==> src/hdl/tid_pkg.sv <==
// shared constants of the time integrating debouncer
package tid_pkg;

    localparam int CFG_ADDR_BITS = 4;
    localparam int CFG_DATA_BITS = 32;

    localparam logic [1:0] REG_DEBOUNCE_DELAY = 2'd0;
    localparam logic [1:0] REG_REPEAT_DELAY   = 2'd1;
    localparam logic [1:0] REG_REPEAT_ENABLE  = 2'd2;

    localparam logic [15:0] DEBOUNCE_DELAY_RESET = 16'd50;
    localparam logic [15:0] REPEAT_DELAY_RESET   = 16'd1000;
    localparam logic        REPEAT_ENABLE_RESET  = 1'b1;

endpackage

==> src/hdl/time_integrating_debouncer.sv <==
// time integrating debouncer with edge detect and hold repeat counter
// Samples pass through an input register and then a result register, where each sample's
// result is held until taken. The block takes one sample every cycle while the
// result side is not stalled, because the integrator and repeat state are updated in a
// single pass between those two registers. Either register drains as soon as the result is
// taken, so a stall on the result side backs up at most two samples. Timestamps and elapsed
// times are modular over TIME_BITS bits. The three settings sit at byte addresses 0, 4 and 8
// of the APB port and should be changed only while no sample is in flight.
module time_integrating_debouncer
    import tid_pkg::*;
#(
    parameter int TIME_BITS = 32
) (
    input  logic                     aclk,
    input  logic                     aresetn,
    input  logic                     psel,
    input  logic                     penable,
    input  logic                     pwrite,
    input  logic [CFG_ADDR_BITS-1:0] paddr,
    input  logic [CFG_DATA_BITS-1:0] pwdata,
    output logic [CFG_DATA_BITS-1:0] prdata,
    output logic                     pready,
    input  logic                     s_valid,
    output logic                     s_ready,
    input  logic                     s_raw_level,
    input  logic [31:0]              s_sample_time_ms,
    output logic                     m_valid,
    input  logic                     m_ready,
    output logic                     m_stable_level,
    output logic                     m_edge_seen,
    output logic                     m_rise_seen,
    output logic                     m_fall_seen,
    output logic [31:0]              m_hold_repeats
);

    logic [15:0]          debounce_delay_reg;
    logic [15:0]          repeat_delay_reg;
    logic                 repeat_enable_reg;

    logic                 in_valid_reg;
    logic                 in_level_reg;
    logic [31:0]          in_time_reg;

    logic [TIME_BITS-1:0] last_time_reg;
    logic [15:0]          sum_reg;
    logic                 level_reg;
    logic [31:0]          repeat_total_reg;
    logic [TIME_BITS-1:0] last_repeat_reg;

    logic [TIME_BITS-1:0] last_time_next;
    logic [15:0]          sum_next;
    logic                 level_next;
    logic [31:0]          repeat_total_next;
    logic [TIME_BITS-1:0] last_repeat_next;
    logic                 edge_next;
    logic                 rise_next;
    logic                 fall_next;
    logic [31:0]          hold_next;

    logic                 out_valid_reg;
    logic                 out_level_reg;
    logic                 out_edge_reg;
    logic                 out_rise_reg;
    logic                 out_fall_reg;
    logic [31:0]          out_hold_reg;

    logic                 cfg_write;
    logic                 advance;

    assign pready    = 1'b1;
    assign cfg_write = psel && penable && pwrite;

    // configuration registers
    always_ff @(posedge aclk) begin
        if (!aresetn) begin
            debounce_delay_reg <= DEBOUNCE_DELAY_RESET;
            repeat_delay_reg   <= REPEAT_DELAY_RESET;
            repeat_enable_reg  <= REPEAT_ENABLE_RESET;
        end else if (cfg_write) begin
            unique case (paddr[3:2])
                REG_DEBOUNCE_DELAY: debounce_delay_reg <= pwdata[15:0];
                REG_REPEAT_DELAY:   repeat_delay_reg   <= pwdata[15:0];
                REG_REPEAT_ENABLE:  repeat_enable_reg  <= pwdata[0];
                default: ;
            endcase
        end
    end

    always_comb begin
        unique case (paddr[3:2])
            REG_DEBOUNCE_DELAY: prdata = {16'd0, debounce_delay_reg};
            REG_REPEAT_DELAY:   prdata = {16'd0, repeat_delay_reg};
            REG_REPEAT_ENABLE:  prdata = {31'd0, repeat_enable_reg};
            default:            prdata = '0;
        endcase
    end

    // handshake
    assign advance = in_valid_reg && (!out_valid_reg || m_ready);
    assign s_ready = !in_valid_reg || advance;

    always_ff @(posedge aclk) begin
        if (!aresetn) begin
            in_valid_reg <= 1'b0;
        end else if (s_ready) begin
            in_valid_reg <= s_valid;
        end
    end

    always_ff @(posedge aclk) begin
        if (s_valid && s_ready) begin
            in_level_reg <= s_raw_level;
            in_time_reg  <= s_sample_time_ms;
        end
    end

    // integrator and repeat update
    always_comb begin
        logic [TIME_BITS+31:0] now_wide;
        logic [TIME_BITS+15:0] sum_wide;
        logic [TIME_BITS+15:0] rep_wide;
        logic [TIME_BITS+15:0] gap_wide;
        logic [TIME_BITS-1:0]  now;
        logic [TIME_BITS-1:0]  delta;
        logic [TIME_BITS-1:0]  since_repeat;
        logic [15:0]           gap;

        now_wide     = {{TIME_BITS{1'b0}}, in_time_reg};
        now          = now_wide[TIME_BITS-1:0];
        delta        = now - last_time_reg;
        since_repeat = now - last_repeat_reg;
        gap          = debounce_delay_reg - sum_reg;
        sum_wide     = {{TIME_BITS{1'b0}}, sum_reg};
        rep_wide     = {{TIME_BITS{1'b0}}, repeat_delay_reg};
        gap_wide     = {{TIME_BITS{1'b0}}, gap};

        last_time_next    = now;
        sum_next          = sum_reg;
        level_next        = level_reg;
        repeat_total_next = repeat_total_reg;
        last_repeat_next  = last_repeat_reg;
        edge_next         = 1'b0;
        rise_next         = 1'b0;
        fall_next         = 1'b0;

        if (in_level_reg == level_reg) begin
            if (repeat_enable_reg) begin
                if (since_repeat >= rep_wide[TIME_BITS-1:0]) begin
                    repeat_total_next = repeat_total_reg + 32'd1;
                    last_repeat_next  = last_repeat_reg + rep_wide[TIME_BITS-1:0];
                end
            end else begin
                repeat_total_next = '0;
            end
            if (sum_wide[TIME_BITS-1:0] > delta) begin
                sum_next = sum_reg - delta[15:0];
            end else begin
                sum_next = '0;
            end
        end else if (debounce_delay_reg > sum_reg && delta < gap_wide[TIME_BITS-1:0]) begin
            sum_next = sum_reg + delta[15:0];
            if (!repeat_enable_reg) begin
                repeat_total_next = '0;
            end
        end else begin
            repeat_total_next = '0;
            last_repeat_next  = now;
            sum_next          = '0;
            rise_next         = in_level_reg && !level_reg;
            fall_next         = !in_level_reg && level_reg;
            edge_next         = 1'b1;
            level_next        = in_level_reg;
        end

        hold_next = repeat_enable_reg ? repeat_total_next : 32'd0;
    end

    always_ff @(posedge aclk) begin
        if (!aresetn) begin
            last_time_reg    <= '0;
            sum_reg          <= '0;
            level_reg        <= 1'b0;
            repeat_total_reg <= '0;
            last_repeat_reg  <= '0;
        end else if (advance) begin
            last_time_reg    <= last_time_next;
            sum_reg          <= sum_next;
            level_reg        <= level_next;
            repeat_total_reg <= repeat_total_next;
            last_repeat_reg  <= last_repeat_next;
        end
    end

    // result register
    always_ff @(posedge aclk) begin
        if (!aresetn) begin
            out_valid_reg <= 1'b0;
        end else if (advance) begin
            out_valid_reg <= 1'b1;
        end else if (m_ready) begin
            out_valid_reg <= 1'b0;
        end
    end

    always_ff @(posedge aclk) begin
        if (advance) begin
            out_level_reg <= level_next;
            out_edge_reg  <= edge_next;
            out_rise_reg  <= rise_next;
            out_fall_reg  <= fall_next;
            out_hold_reg  <= hold_next;
        end
    end

    assign m_valid        = out_valid_reg;
    assign m_stable_level = out_level_reg;
    assign m_edge_seen    = out_edge_reg;
    assign m_rise_seen    = out_rise_reg;
    assign m_fall_seen    = out_fall_reg;
    assign m_hold_repeats = out_hold_reg;

    // checks
    a_edge_is_rise_or_fall: assert property (@(posedge aclk) disable iff (!aresetn)
        m_valid |-> (m_edge_seen == (m_rise_seen || m_fall_seen)) && !(m_rise_seen && m_fall_seen))
        else $error("edge flag disagrees with rise and fall flags");

    a_rise_ends_high: assert property (@(posedge aclk) disable iff (!aresetn)
        m_valid && m_rise_seen |-> m_stable_level && level_reg == m_stable_level || in_valid_reg)
        else $error("rise reported without a high level");

    a_hold_zero_when_disabled: assert property (@(posedge aclk) disable iff (!aresetn)
        m_valid && !repeat_enable_reg |-> m_hold_repeats == 32'd0)
        else $error("repeat count shown while repeat is disabled");

    a_result_kept_on_stall: assert property (@(posedge aclk) disable iff (!aresetn)
        m_valid && !m_ready |=> m_valid && $stable(m_hold_repeats) && $stable(m_stable_level))
        else $error("pending result lost under stall");

endmodule
==> config.mk <==
export PLATFORM = sky130hd
export DESIGN_NAME = time_integrating_debouncer
export DESIGN_NICKNAME = d
export VERILOG_FILES = /design/src/hdl/tid_pkg.sv /design/src/hdl/time_integrating_debouncer.sv
export SDC_FILE = /design/constraint.sdc
export NUM_CORES = 1
export LEC_CHECK = 0
export BUFFER_PORTS_ARGS = -buffer_cell sky130_fd_sc_hd__buf_4
export CAP_MARGIN = 20
export CELL_PAD_IN_SITES_DETAIL_PLACEMENT = 1
export CELL_PAD_IN_SITES_GLOBAL_PLACEMENT = 1
export CORE_MARGIN = 1
export CORE_UTILIZATION = 31
export DETAILED_ROUTE_END_ITERATION = 10
export PLACE_DENSITY = 0.62
export SYNTH_ARGS = -nofsm -noshare
export SYNTH_HDL_FRONTEND = slang
export SYNTH_SLANG_ARGS = --single-unit
export TNS_END_PERCENT = 1
==> constraint.sdc <==
create_clock -name aclk -period 8.3 [get_ports aclk]
set_input_delay 1.66 -clock aclk [delete_from_list [all_inputs] [get_ports aclk]]
set_output_delay 1.66 -clock aclk [all_outputs]
set_load 0.1 [all_outputs]
==> results.toml <==
[sta]
setup_tns_ps = 0
fmax_ghz = 0.1577
period_minus_slack_ps = 6343
period_share = 0.7642
slew_headroom = 0.3007
setup-violations-final = 0
clock_skew_ps = 19.30
drv_slew = 0
holdWs_ps = 452.1
hold_viol_final = 0
worstMarginPinSlew_ps = 1039
rsz0062_at_grt = "false"

[grt]
grt_usage = 0.2126
grt-ovfl-total = 0
grt_max_degree = 76
grt_antenna_before_repair = 1
grt_first_pass_wirelength_um = 97920
grt_pass1_vias = 17444

[layout]
seq_area_um2 = 5035
fillers = 6808
multi_input_area_um2 = 11440
num-nets-final = 2552
drive_gt1_frac = 0.08912
final_core_util = 0.3553
area_growth_pct = 13.27
stdcell_area_um2 = 20000

[outcome]
violations = "design-rule violations"
status = "finished with violations"

[place]
port_buffers = 111
place.detailed.hpwl_um = 47420
placed_cell_area_um2 = 19040
gp_congestion = 0.8502

[synthesis]
ys_top_cells_by_area = "dfxtp_1, edfxtp_1, ha_1"
postSynthAreaPerCell_um2 = 7.815
ys_warn_count = 0
syn_inst = 2259
ys_seq_area_frac = 0.2852
synth.distinct_cells = 91
synth_area_um2 = 17650
yosysTopAreaCell = "dfxtp_1"
synth_top_cell_area_share = 0.1678
async_flop_share = 0
synth-edff-count = 69
synth_most_common_cell = "nand2_1"
synth_ff_type = "dfxtp_1"
ys_top_cells_by_count = "nand2_1, a21oi_1, inv_1, ha_1, nor2_1"
ys_ff_latch = 217

[detailed_routing]
antenna_left = 0
drt_iter0_drc = 853
detail_route.wl_per_cell_um = 20.07
drt_wl_total_um = 62040
vias = 17091
drtPass1Iterations = 8
viasPerCell = 5.529
drc = 4

[run]
drv_cap = 0

[critical_path]
required_ps = 8610
end_kind = "register"
arrival_ps = 6650
path_cells = "ha_1, a21oi_1, nor3_1, a211oi_1, nand2_1, xor2_1, ha_1, a211oi_1, nor2_1, a31oi_1, nand3_1, or4_1, nand4bb_1, nor4_1, and4_1, and3b_1, and2_1, nand2_1, o31ai_1"
critical-path-top-delay-family = "simple AND/OR/NAND/NOR gates"
cpMaxStageDelayCell = "and4_1"
path_class = "reg2reg"
slowest_delay_ps = 800
worst-path-buf-inv = 0
worstPathMaxFanout = 19
critPathLaunchType = "register"

[floorplanning]
dieArea_um2 = 57910
die_w_um = 240.6
ios = 147
core_area_um2 = 56280
row_count = 87
initial_core_util = 0.3137
die_y_um = 240.6

[clock_tree]
cts_buffers = 30
clk_latency_ps = 590
cts-hold-fix-buffers = 0
clock_sinks = 217
cts_setup_buffers = 0
cts_max_level = 1
post_cts_resized = 0
cts_root_buf = "clkbuf_16"
clockBufferDepth = 3
cts_tree = "yes"
clkTransAtPathRegs_ps = 60

[pwr]
leakagePower_uw = 0.007659
peakVddDrop_mv = 0.1698
p_per_area_nw_per_um2 = 194.4

[worst_hold_path]
hold_path.class = "reg2reg"
==> cell usage in the layout (no fill, tap or decap), types with 13 or more instances in the layout <==
cell type and count:
nand2b_1 30, nand3_1 73, xor2_1 27, o21a_1 18, conb_1 17, ha_1 159
o211ai_1 19, xnor2_1 40, edfxtp_1 69, nor3_1 55, or3_1 22, dfxtp_1 148
and2_1 13, a31oi_1 35, nor4_1 17, nor2_1 152, a211oi_1 37, nand4_1 32
inv_1 173, mux2i_1 31, o21ai_0 142, nor2b_1 27, a21o_1 42, o22ai_1 15
a21oi_1 224, o21bai_1 25, nand2_1 249, and3_1 24, buf_4 128, clkbuf_16 31
o31ai_1 42
==> stage by stage <==
stage | instances | power [uW] | setup slack, ps
2_1_floorplan | 2274 | 2271 | 2251
3_3_place_gp | 3034 | 2604 | 2079
3_5_place_dp | 3034 | 2642 | 2073
4_1_cts | 3090 | 3928 | 2012
5_1_grt | 3090 | 4127 | 1394
6_report | 3091 | 3888 | 1957
==> worst register-to-register path, cell delays in order, from the launching register on <==
cell and delay, ps:
edfxtp_1 520, ha_1 420, a21oi_1 420, nor3_1 120, a211oi_1 500, nand2_1 140, xor2_1 180, ha_1 290
a211oi_1 210, nor2_1 110, a31oi_1 150, nand3_1 100, or4_1 600, nand4bb_1 220, nor4_1 270, and4_1 800
and3b_1 510, and2_1 330, nand2_1 110, o31ai_1 70
==> area by class of cell <==
type | count | area share
Inverter | 175 | 0.03297
Timing Repair Buffer | 128 | 0.04805
Multi-Input combinational cell | 1758 | 0.5720
Antenna cell | 1 | 0.0001251
Sequential cell | 217 | 0.2518
Clock inverter | 15 | 0.006132
Clock buffer | 41 | 0.04167
Tap cell | 756 | 0.04730
==> power by group <==
group / total (uW) / switching (uW) / internal (uW)
Sequential: 1210 / 56.6 / 1150
Combinational: 1420 / 914 / 508
Clock: 1260 / 525 / 733
Total: 3890 / 1500 / 2390
==> metal layers <==
layer  GRT usage  vias to the layer above  share of wire
met5           0                        -              0
met4     0.04208                        0          0.017
met3     0.01944                       67          0.027
met2      0.3703                      240           0.48
met1      0.2847                     8449           0.48
li1            -                     8335              -
==> kinds of logic after synthesis <==
logic type,after synthesis,synth area share
mux,32,0.01821
xor+xnor,67,0.03324
flops,217,0.2852
other cells,2,0.0004254
compound gates,730,0.2665
buf+inv,299,0.07080
fa+ha+maj,166,0.1202
simple gates,746,0.2055
==> worst paths after layout <==
kind / from / end / slack [ps] / cells after the start
setup / recovery: in_time_reg[8] / m_hold_repeats[26] / 1960 / 19
hold / removal: last_time_reg[19] / last_time_reg[19] / 450 / 2
setup reg to reg: in_time_reg[8] / m_hold_repeats[26] / 1960 / 19
hold reg to reg: last_time_reg[19] / last_time_reg[19] / 450 / 2
Note: power is estimated with default switching activity, not from simulation.
